===== src/rtl/core/mjdlt_pkg.sv =====
// shared types, constants and tables for the mjd to local date/time unit
package mjdlt_pkg;

    // pipeline depth, one register stage per entry
    localparam int MJDLT_STAGES = 8;

    // date conversion constants
    localparam logic [21:0] MJDLT_J_OFS = 22'(2400001 + 68569);
    localparam int unsigned MJDLT_CENT_DAYS = 146097;
    localparam int unsigned MJDLT_C_MIN = 67;
    localparam int unsigned MJDLT_C_SPAN = 4;
    localparam int unsigned MJDLT_C_EPOCH = 49;
    localparam int unsigned MJDLT_YR_NUM = 4000;
    localparam int unsigned MJDLT_YR_DEN = 1461001;
    localparam int unsigned MJDLT_YR_SHIFT = 24;
    localparam logic [15:0] MJDLT_YR_RECIP =
        16'((64'(MJDLT_YR_NUM) << MJDLT_YR_SHIFT) / 64'(MJDLT_YR_DEN));
    localparam int unsigned MJDLT_QUAD_DAYS = 1461;
    localparam int unsigned MJDLT_MAR_OFS = 31;
    localparam int unsigned MJDLT_MON_NUM = 80;
    localparam int unsigned MJDLT_MON_DEN = 2447;
    localparam int unsigned MJDLT_MON_MAX = 16;
    localparam int unsigned MJDLT_MON_WRAP = 11;

    // time constants
    localparam int unsigned MJDLT_HALF_MIN = 30;
    localparam int unsigned MJDLT_HOUR_MIN = 60;
    localparam int unsigned MJDLT_DAY_HOURS = 24;

    typedef struct packed {
        logic [16:0] mjd;
        logic [4:0]  utc_hour;
        logic [5:0]  utc_minute;
        logic        offset_present;
        logic        offset_negative;
        logic [4:0]  offset_half_hours;
    } mjdlt_req_t;

    typedef struct packed {
        logic [11:0] year;
        logic [3:0]  month;
        logic [4:0]  day;
        logic [4:0]  local_hour;
        logic [5:0]  local_minute;
    } mjdlt_rsp_t;

    // per-stage control from the handshake logic to the datapaths
    typedef struct packed {
        logic [MJDLT_STAGES-1:0] load;
        logic [MJDLT_STAGES-1:0] valid;
    } mjdlt_ctl_t;

    typedef struct packed {
        logic [4:0] hour;
        logic [5:0] minute;
    } mjdlt_tm_t;

    // day offset of each shifted month: (2447 * mm) / 80
    typedef logic [31:0][9:0] mjdlt_dbase_t;

    function automatic mjdlt_dbase_t mjdlt_dbase_build();
        mjdlt_dbase_t t;
        for (int i = 0; i < 32; i++)
        begin
            t[i] = 10'((MJDLT_MON_DEN * i) / MJDLT_MON_NUM);
        end
        return t;
    endfunction

    localparam mjdlt_dbase_t MJDLT_DAY_BASE = mjdlt_dbase_build();

    // first day of the selected century: (146097 * c + 3) / 4
    function automatic logic [21:0] mjdlt_cent_base(input logic [2:0] c_idx);
        int unsigned v;
        v = MJDLT_CENT_DAYS * (MJDLT_C_MIN + 32'(c_idx)) + 3;
        return 22'(v >> 2);
    endfunction

endpackage


===== src/rtl/core/mjdlt_ctrl.sv =====
// stage valid bits and per-stage load enables for the pipeline
module mjdlt_ctrl (
    input  logic                           clk,
    input  logic                           rst_n,
    input  logic                           req_valid,
    output logic                           req_stall,
    output logic                           rsp_valid,
    input  logic                           rsp_stall,
    output mjdlt_pkg::mjdlt_ctl_t          ctl
);

    logic [mjdlt_pkg::MJDLT_STAGES-1:0] valid_reg;
    logic [mjdlt_pkg::MJDLT_STAGES-1:0] valid_next;
    logic [mjdlt_pkg::MJDLT_STAGES-1:0] ready;
    logic [mjdlt_pkg::MJDLT_STAGES-1:0] feed;

    // a stage may take new data when it is empty or its content moves on
    always_comb
    begin
        ready[mjdlt_pkg::MJDLT_STAGES-1] =
            !valid_reg[mjdlt_pkg::MJDLT_STAGES-1] || !rsp_stall;
        for (int k = mjdlt_pkg::MJDLT_STAGES - 2; k >= 0; k--)
        begin
            ready[k] = !valid_reg[k] || ready[k+1];
        end
        feed[0] = req_valid;
        for (int k = 1; k < mjdlt_pkg::MJDLT_STAGES; k++)
        begin
            feed[k] = valid_reg[k-1];
        end
        for (int k = 0; k < mjdlt_pkg::MJDLT_STAGES; k++)
        begin
            valid_next[k] = ready[k] ? feed[k] : valid_reg[k];
        end
    end

    always_ff @(posedge clk or negedge rst_n)
    begin
        if (!rst_n)
        begin
            valid_reg <= '0;
        end
        else
        begin
            valid_reg <= valid_next;
        end
    end

    assign ctl.load  = ready & feed;
    assign ctl.valid = valid_reg;
    assign req_stall = !ready[0];
    assign rsp_valid = valid_reg[mjdlt_pkg::MJDLT_STAGES-1];

endmodule


===== src/rtl/core/mjdlt_date.sv =====
// pipelined mjd to gregorian year, month and day
module mjdlt_date (
    input  logic                            clk,
    input  logic [mjdlt_pkg::MJDLT_STAGES-1:0] load,
    input  logic [16:0]                     mjd,
    output logic [11:0]                     year,
    output logic [3:0]                      month,
    output logic [4:0]                      day
);

    // stage 0: julian day and century index
    logic [21:0] s0_j_reg;
    logic [2:0]  s0_c_reg;
    logic [21:0] j_next;
    logic [23:0] j4;
    logic [2:0]  c_next;

    always_comb
    begin
        j_next = 22'(mjd) + mjdlt_pkg::MJDLT_J_OFS;
        j4     = {j_next, 2'b00};
        c_next = '0;
        for (int i = 0; i < mjdlt_pkg::MJDLT_C_SPAN; i++)
        begin
            if (j4 >= 24'(mjdlt_pkg::MJDLT_CENT_DAYS * (mjdlt_pkg::MJDLT_C_MIN + 1 + i)))
            begin
                c_next = 3'(i + 1);
            end
        end
    end

    always_ff @(posedge clk)
    begin
        if (load[0])
        begin
            s0_j_reg <= j_next;
            s0_c_reg <= c_next;
        end
    end

    // stage 1: day within the cycle
    logic [15:0] s1_j1_reg;
    logic [2:0]  s1_c_reg;
    logic [21:0] j1_full;

    assign j1_full = s0_j_reg - mjdlt_pkg::mjdlt_cent_base(s0_c_reg);

    always_ff @(posedge clk)
    begin
        if (load[1])
        begin
            s1_j1_reg <= j1_full[15:0];
            s1_c_reg  <= s0_c_reg;
        end
    end

    // stage 2: reciprocal product for the year-in-cycle estimate
    logic [30:0] s2_prod_reg;
    logic [15:0] s2_j1_reg;
    logic [2:0]  s2_c_reg;
    logic [16:0] x1;
    logic [32:0] prod_full;

    assign x1        = 17'(s1_j1_reg) + 17'd1;
    assign prod_full = 33'(x1) * 33'(mjdlt_pkg::MJDLT_YR_RECIP);

    always_ff @(posedge clk)
    begin
        if (load[2])
        begin
            s2_prod_reg <= prod_full[30:0];
            s2_j1_reg   <= s1_j1_reg;
            s2_c_reg    <= s1_c_reg;
        end
    end

    // stage 3: remainder of the estimate
    logic [6:0]  s3_q0_reg;
    logic [21:0] s3_rem_reg;
    logic [15:0] s3_j1_reg;
    logic [2:0]  s3_c_reg;
    logic [6:0]  q0;
    logic [16:0] x2;
    logic [27:0] num;
    logic [27:0] sub;
    logic [27:0] rem_full;

    always_comb
    begin
        q0       = s2_prod_reg[mjdlt_pkg::MJDLT_YR_SHIFT +: 7];
        x2       = 17'(s2_j1_reg) + 17'd1;
        num      = 28'(x2) * 28'(mjdlt_pkg::MJDLT_YR_NUM);
        sub      = 28'(q0) * 28'(mjdlt_pkg::MJDLT_YR_DEN);
        rem_full = num - sub;
    end

    always_ff @(posedge clk)
    begin
        if (load[3])
        begin
            s3_q0_reg  <= q0;
            s3_rem_reg <= rem_full[21:0];
            s3_j1_reg  <= s2_j1_reg;
            s3_c_reg   <= s2_c_reg;
        end
    end

    // stage 4: corrected year within the cycle
    logic [6:0]  s4_yy_reg;
    logic [15:0] s4_j1_reg;
    logic [2:0]  s4_c_reg;
    logic [6:0]  yy_next;

    assign yy_next = s3_q0_reg
        + 7'(s3_rem_reg >= 22'(mjdlt_pkg::MJDLT_YR_DEN));

    always_ff @(posedge clk)
    begin
        if (load[4])
        begin
            s4_yy_reg <= yy_next;
            s4_j1_reg <= s3_j1_reg;
            s4_c_reg  <= s3_c_reg;
        end
    end

    // stage 5: day within the march-based year
    logic [8:0]  s5_j2_reg;
    logic [6:0]  s5_yy_reg;
    logic [2:0]  s5_c_reg;
    logic [17:0] quad;
    logic [17:0] j2_full;

    always_comb
    begin
        quad    = 18'(s4_yy_reg) * 18'(mjdlt_pkg::MJDLT_QUAD_DAYS);
        j2_full = 18'(s4_j1_reg) + 18'(mjdlt_pkg::MJDLT_MAR_OFS) - (quad >> 2);
    end

    always_ff @(posedge clk)
    begin
        if (load[5])
        begin
            s5_j2_reg <= j2_full[8:0];
            s5_yy_reg <= s4_yy_reg;
            s5_c_reg  <= s4_c_reg;
        end
    end

    // stage 6: shifted month by threshold compares
    logic [4:0]  s6_mm_reg;
    logic [8:0]  s6_j2_reg;
    logic [6:0]  s6_yy_reg;
    logic [2:0]  s6_c_reg;
    logic [15:0] p80;
    logic [4:0]  mm_next;

    always_comb
    begin
        p80     = 16'(s5_j2_reg) * 16'(mjdlt_pkg::MJDLT_MON_NUM);
        mm_next = '0;
        for (int k = 1; k <= mjdlt_pkg::MJDLT_MON_MAX; k++)
        begin
            if (p80 >= 16'(mjdlt_pkg::MJDLT_MON_DEN * k))
            begin
                mm_next = 5'(k);
            end
        end
    end

    always_ff @(posedge clk)
    begin
        if (load[6])
        begin
            s6_mm_reg <= mm_next;
            s6_j2_reg <= s5_j2_reg;
            s6_yy_reg <= s5_yy_reg;
            s6_c_reg  <= s5_c_reg;
        end
    end

    // stage 7: day, month and year
    logic [11:0] s7_year_reg;
    logic [3:0]  s7_month_reg;
    logic [4:0]  s7_day_reg;
    logic [9:0]  day_full;
    logic        wrap;
    logic [4:0]  month_full;
    logic [11:0] year_base;
    logic [11:0] year_next;

    always_comb
    begin
        day_full   = 10'(s6_j2_reg) - mjdlt_pkg::MJDLT_DAY_BASE[s6_mm_reg];
        wrap       = s6_mm_reg >= 5'(mjdlt_pkg::MJDLT_MON_WRAP);
        month_full = s6_mm_reg + 5'd2 - (wrap ? 5'd12 : 5'd0);
        year_base  = 12'd100 * (12'(mjdlt_pkg::MJDLT_C_MIN - mjdlt_pkg::MJDLT_C_EPOCH)
                     + 12'(s6_c_reg));
        year_next  = year_base + 12'(s6_yy_reg) + 12'(wrap);
    end

    always_ff @(posedge clk)
    begin
        if (load[7])
        begin
            s7_year_reg  <= year_next;
            s7_month_reg <= month_full[3:0];
            s7_day_reg   <= day_full[4:0];
        end
    end

    assign year  = s7_year_reg;
    assign month = s7_month_reg;
    assign day   = s7_day_reg;

endmodule


===== src/rtl/core/mjdlt_time.sv =====
// local offset applied to the utc time, then aligned with the date pipeline
module mjdlt_time (
    input  logic                            clk,
    input  logic [mjdlt_pkg::MJDLT_STAGES-1:0] load,
    input  logic [4:0]                      utc_hour,
    input  logic [5:0]                      utc_minute,
    input  logic                            offset_present,
    input  logic                            offset_negative,
    input  logic [4:0]                      offset_half_hours,
    output mjdlt_pkg::mjdlt_tm_t            tm
);

    // stage 0: minute in range and signed hour carry count
    logic [5:0]        s0_min_reg;
    logic signed [5:0] s0_n_reg;
    logic [4:0]        s0_h_reg;
    logic              half_on;
    logic              neg;
    logic [3:0]        whole;
    logic signed [7:0] mp;
    logic signed [5:0] f;
    logic [5:0]        min_next;
    logic signed [5:0] hh_s;
    logic signed [5:0] n_next;

    always_comb
    begin
        half_on = offset_present & offset_half_hours[0];
        neg     = offset_present & offset_negative;
        whole   = offset_present ? offset_half_hours[4:1] : 4'd0;
        mp      = $signed({2'b00, utc_minute});
        if (half_on)
        begin
            mp = neg ? mp - 8'sd30 : mp + 8'sd30;
        end
        if (mp < 8'sd0)
        begin
            f        = -6'sd1;
            min_next = 6'(mp + 8'sd60);
        end
        else if (mp >= 8'sd60)
        begin
            f        = 6'sd1;
            min_next = 6'(mp - 8'sd60);
        end
        else
        begin
            f        = 6'sd0;
            min_next = 6'(mp);
        end
        hh_s   = $signed({2'b00, whole});
        n_next = (neg ? -hh_s : hh_s) + f;
    end

    always_ff @(posedge clk)
    begin
        if (load[0])
        begin
            s0_min_reg <= min_next;
            s0_n_reg   <= n_next;
            s0_h_reg   <= utc_hour;
        end
    end

    // stage 1: hour wrap modulo 24, untouched when nothing carries
    mjdlt_pkg::mjdlt_tm_t tm_reg [1:mjdlt_pkg::MJDLT_STAGES-1];
    logic signed [7:0] v;
    logic [4:0]        hour_next;

    always_comb
    begin
        v = 8'sd24 + $signed({3'b000, s0_h_reg}) + 8'(s0_n_reg);
        if (s0_n_reg == 6'sd0)
        begin
            hour_next = s0_h_reg;
        end
        else if (v >= 8'sd48)
        begin
            hour_next = 5'(v - 8'sd48);
        end
        else if (v >= 8'sd24)
        begin
            hour_next = 5'(v - 8'sd24);
        end
        else
        begin
            hour_next = 5'(v);
        end
    end

    always_ff @(posedge clk)
    begin
        if (load[1])
        begin
            tm_reg[1].hour   <= hour_next;
            tm_reg[1].minute <= s0_min_reg;
        end
        for (int k = 2; k < mjdlt_pkg::MJDLT_STAGES; k++)
        begin
            if (load[k])
            begin
                tm_reg[k] <= tm_reg[k-1];
            end
        end
    end

    assign tm = tm_reg[mjdlt_pkg::MJDLT_STAGES-1];

endmodule


===== src/rtl/core/mjd_time_to_local_date_time_unit.sv =====
// top level: broadcast mjd and utc time record to gregorian date and local time
// each accepted request passes through eight register stages before its result is valid
// throughput: one request per cycle unless req_stall is high; bubbles are squeezed out while the output stalls
// the stall chain runs back combinationally through all 8 stage valid bits
// reset (async, active low) clears the stage valid bits only; data regs are not reset
module mjd_time_to_local_date_time_unit (
    input  logic                  clk,
    input  logic                  rst_n,
    input  logic                  req_valid,
    output logic                  req_stall,
    input  mjdlt_pkg::mjdlt_req_t req_data,
    output logic                  rsp_valid,
    input  logic                  rsp_stall,
    output mjdlt_pkg::mjdlt_rsp_t rsp_data
);

    mjdlt_pkg::mjdlt_ctl_t ctl;
    mjdlt_pkg::mjdlt_tm_t  tm;
    logic [11:0]           year;
    logic [3:0]            month;
    logic [4:0]            day;

    // handshake: per-stage valid bits and load enables
    mjdlt_ctrl u_ctrl (
        .clk       (clk),
        .rst_n     (rst_n),
        .req_valid (req_valid),
        .req_stall (req_stall),
        .rsp_valid (rsp_valid),
        .rsp_stall (rsp_stall),
        .ctl       (ctl)
    );

    // date path: cycle index, reciprocal year divide, month compares, final fields
    mjdlt_date u_date (
        .clk   (clk),
        .load  (ctl.load),
        .mjd   (req_data.mjd),
        .year  (year),
        .month (month),
        .day   (day)
    );

    // time path: offset and hour wrap in two stages, then delayed to match the date
    mjdlt_time u_time (
        .clk               (clk),
        .load              (ctl.load),
        .utc_hour          (req_data.utc_hour),
        .utc_minute        (req_data.utc_minute),
        .offset_present    (req_data.offset_present),
        .offset_negative   (req_data.offset_negative),
        .offset_half_hours (req_data.offset_half_hours),
        .tm                (tm)
    );

    // the date is never moved by an hour wrap, so the two paths simply merge
    always_comb
    begin
        rsp_data.year         = year;
        rsp_data.month        = month;
        rsp_data.day          = day;
        rsp_data.local_hour   = tm.hour;
        rsp_data.local_minute = tm.minute;
    end

    // the input is held off only when every stage holds a request
    a_stall_only_when_full: assert property (@(posedge clk) disable iff (!rst_n)
        req_stall |-> (&ctl.valid))
        else $error("request stalled while a pipeline stage is empty");

    // the minute is always normalized
    a_minute_range: assert property (@(posedge clk) disable iff (!rst_n)
        rsp_valid |-> (rsp_data.local_minute < 6'd60))
        else $error("local minute out of range");

    // the month comes out in 1 to 12 and the day is at least 1 for every mjd
    a_date_range: assert property (@(posedge clk) disable iff (!rst_n)
        rsp_valid |-> (rsp_data.month >= 4'd1 && rsp_data.month <= 4'd12
                       && rsp_data.day >= 5'd1))
        else $error("month or day out of range");

    // a result that leaves with the stage before the last one empty is not followed by another result
    a_result_follows: assert property (@(posedge clk) disable iff (!rst_n)
        (rsp_valid && !rsp_stall && !ctl.valid[mjdlt_pkg::MJDLT_STAGES-2])
        |=> !rsp_valid)
        else $error("result appeared without a request behind it");

endmodule

===== config.mk =====
export PLATFORM = sky130hd
export DESIGN_NAME = mjd_time_to_local_date_time_unit
export DESIGN_NICKNAME = d
export VERILOG_FILES = /design/src/rtl/core/mjdlt_pkg.sv /design/src/rtl/core/mjdlt_ctrl.sv /design/src/rtl/core/mjdlt_date.sv /design/src/rtl/core/mjdlt_time.sv /design/src/rtl/core/mjd_time_to_local_date_time_unit.sv
export SDC_FILE = /design/constraint.sdc
export NUM_CORES = 1
export LEC_CHECK = 0
export BUFFER_PORTS_ARGS = -buffer_cell sky130_fd_sc_hd__buf_2
export CAP_MARGIN = 20
export CORE_AREA = 5 5 294 296
export DETAILED_ROUTE_END_ITERATION = 12
export DIE_AREA = 0 0 299 301
export PLACE_DENSITY = 0.52
export SYNTH_ARGS = -nofsm -noshare
export SYNTH_HDL_FRONTEND = slang
export SYNTH_SLANG_ARGS = --single-unit

===== constraint.sdc =====
create_clock -name clk -period 11.5 [get_ports clk]
set_input_delay 2.3 -clock clk [delete_from_list [all_inputs] [get_ports clk]]
set_output_delay 2.3 -clock clk [all_outputs]
set_load 0.005 [all_outputs]

==> impl_metrics.env <==
export IMPL_core_um2=83300
export IMPL_cts_tree="yes"
export IMPL_seq_area_um2=8620
export IMPL_start_kind="register"
export IMPL_grt_pass1_wl_mm=83.8
export IMPL_synth_top_area_frac=0.335
export IMPL_clock_latency_ps=540
export IMPL_post_dp_hpwl_mm=40.4
export IMPL_synth_seq_area_share=0.347
export IMPL_largest_reg_flops=77
export IMPL_multi_input_area_um2=14400
export IMPL_drv_cap=0
export IMPL_grt_pass1_vias=16800
export IMPL_vias_per_cell=4.56
export IMPL_worstHoldPathCells=0
export IMPL_fin_ws_ps=3610
export IMPL_synth_ff_type="edfxtp_1"
export IMPL_finalNonFillerCells=3406
export IMPL_path_max_fanout=7
export IMPL_synth_area_top_cells="edfxtp_1, ha_1, fa_1"
export IMPL_design_die_area_um2=90000
export IMPL_drt_pass1_iterations=4
export IMPL_syn_inst=2211
export IMPL_clock_fmax_ghz=0.127
export IMPL_synth_warning_count=0
export IMPL_htreeDepth=2
export IMPL_place_congestion=0.835
export IMPL_antenna_found_initial=0
export IMPL_worstSetupPathType="reg2reg"
export IMPL_fin_crit_ps=7890
export IMPL_avgSynthCellArea_um2=11.2
export IMPL_r2r_end="u_date.s3_rem_reg[21]"
export IMPL_final_max_slew_viol_count=0
export IMPL_drtIter0Drc=473
export IMPL_final_nets=2893
export IMPL_slew_headroom=0.423
export IMPL_num_vias=15500
export IMPL_rr_worst_depth=27
export IMPL_final_antenna_net_count=0
export IMPL_synth_edf_count=277
export IMPL_drc=0
export IMPL_nFillCells=8310
export IMPL_overflow=0
export IMPL_start_util=0.298
export IMPL_fin_util=0.332
export IMPL_dp_cells=3342
export IMPL_ys_types=81
export IMPL_portBuffers=72
export IMPL_required_ps=11780
export IMPL_fin_tns_setup_ps=0
export IMPL_worstPathArrival_ps=8170
export IMPL_fp_dieH_um=301
export IMPL_skew_ps=32.3
export IMPL_status="completed"
export IMPL_die_w_um=299
export IMPL_clkSlewWorstSetupHoldPaths_ps=60
export IMPL_wl_per_cell_um=14.3
export IMPL_postCtsSetupRepairBufs=0
export IMPL_synthesis_nets=2804
export IMPL_mappedNetlistArea_um2=24800
export IMPL_area_growth_synth_to_final_pct=11.2
export IMPL_pre_cts_ws_ps=3600
export IMPL_endpoint_kind="register"
export IMPL_cts_hold_buf=0
export IMPL_finalSetupViolCount=0
export IMPL_rows=106
export IMPL_cts_root_buf="clkbuf_16"
export IMPL_layout_drive_gt1_share=0.0735
export IMPL_rsz0062_at_grt="false"
export IMPL_yosysTopAreaCell="edfxtp_1"
export IMPL_grt_use_total=0.111
export IMPL_synthTopCellsByCount="inv_1, ha_1, edfxtp_1"
export IMPL_hold_violations=0
export IMPL_worst_slew_pin_slew_ps=866
export IMPL_totalWireLength_mm=48.5
export IMPL_ys_ff_latch=290
export IMPL_ios=73
export IMPL_grt_max_degree=52
export IMPL_cts_sinks=290
export IMPL_rrSetupSlack_ps=3610
export IMPL_period_share=0.686
export IMPL_ys_async_sr_fraction=0.0276
export IMPL_hp_class="reg2reg"
export IMPL_diodes=0
export IMPL_rr_startpoint="u_date.s2_j1_reg[0]"
export IMPL_cts_made_buffers=35
export IMPL_holdCritStartpoint="u_time.tm_reg[1][17]"
export IMPL_cts_resized=0
export IMPL_clk_path_buf_depth=3
export IMPL_synth_most_common_cell="inv_1"
export IMPL_hold_path_end="u_time.tm_reg[2][6]"
==> cell usage in the layout, fill, tap and decap left out, types with 12 or more instances in the layout <==
cell	count
a211oi_1	13
a21o_1	35
a21oi_1	97
a31oi_1	17
and2_1	15
and3_1	17
buf_2	72
clkbuf_16	37
edfxtp_1	277
fa_1	194
ha_1	360
inv_1	429
nand2_1	72
nand2b_1	19
nand3_1	36
nand4_1	12
nor2_1	78
nor2b_1	19
nor3_1	30
o21ai_0	63
o21bai_1	15
xnor2_1	140
xor2_1	68
==> layer usage <==
layer / global-route usage / wire length (um) / vias up
met4: 0.0271 / 1050 / 0
met3: 0.0155 / 1280 / 63
met5: 0 / 0 / -
met1: 0.147 / 22700 / 7598
met2: 0.193 / 23500 / 167
li1: - / - / 7701
==> worst max-delay path by stage <==
stage,startpoint,endpoint,slack [ps],cells past startpoint
2_1_floorplan,u_date.s2_j1_reg[0],u_date.s3_rem_reg[21],4220,27
3_3_place_gp,u_date.s2_j1_reg[0],u_date.s3_rem_reg[21],3690,28
3_5_place_dp,u_date.s2_j1_reg[0],u_date.s3_rem_reg[21],3600,27
4_1_cts,u_date.s2_j1_reg[0],u_date.s3_rem_reg[21],3550,28
5_1_grt,u_date.s2_j1_reg[0],u_date.s3_rem_reg[21],2980,28
6_report,u_date.s2_j1_reg[0],u_date.s3_rem_reg[21],3610,27
==> metrics by stage <==
stage / hold WS [ps] / area, um^2
floorplan: 400 / 24800
global placement: 404 / 26400
detailed placement: 405 / 26400
CTS: 388 / 27600
global route: 393 / 27600
finish: 391 / 27600
==> layout make-up <==
class	instances	share of cell area
well taps	1080	0.0489
clock buffers	47	0.0356
repair buffers	81	0.0159
clock inverters	16	0.00607
multi-input cells	1462	0.523
flip-flops and latches	290	0.312
inverters	430	0.0584
==> critical path, stage by stage, from the launching register on <==
cell and delay [ps]:
edfxtp_1 510, ha_1 290, xor2_1 520, inv_1 220
fa_1 530, fa_1 520, fa_1 510, fa_1 540
inv_1 40, ha_1 320, a21boi_0 150, o21ai_0 220
a21boi_0 110, o21ai_0 210, a21boi_0 120, o21ai_0 240
nand2b_1 100, xnor2_1 130, ha_1 280, fa_1 470
fa_1 550, inv_1 40, ha_1 320, a21oi_1 130
a31oi_1 70, a21o_1 200, a21oi_1 170, xnor2_1 90
==> cells by family (layout without fill, tap and decap cells) <==
family,count (synthesis),in the layout,share of synthesized area
fa+ha+maj,554,554,0.338
buf+inv,459,574,0.0722
compound gates,342,342,0.0937
simple gates,342,342,0.0685
flops,290,290,0.347
xor+xnor,209,209,0.0745
mux,15,15,0.00640
Power is left out: the tool's default activity adds up to more than one toggle a clock period on the data nets, which glitch-free logic cannot reach.
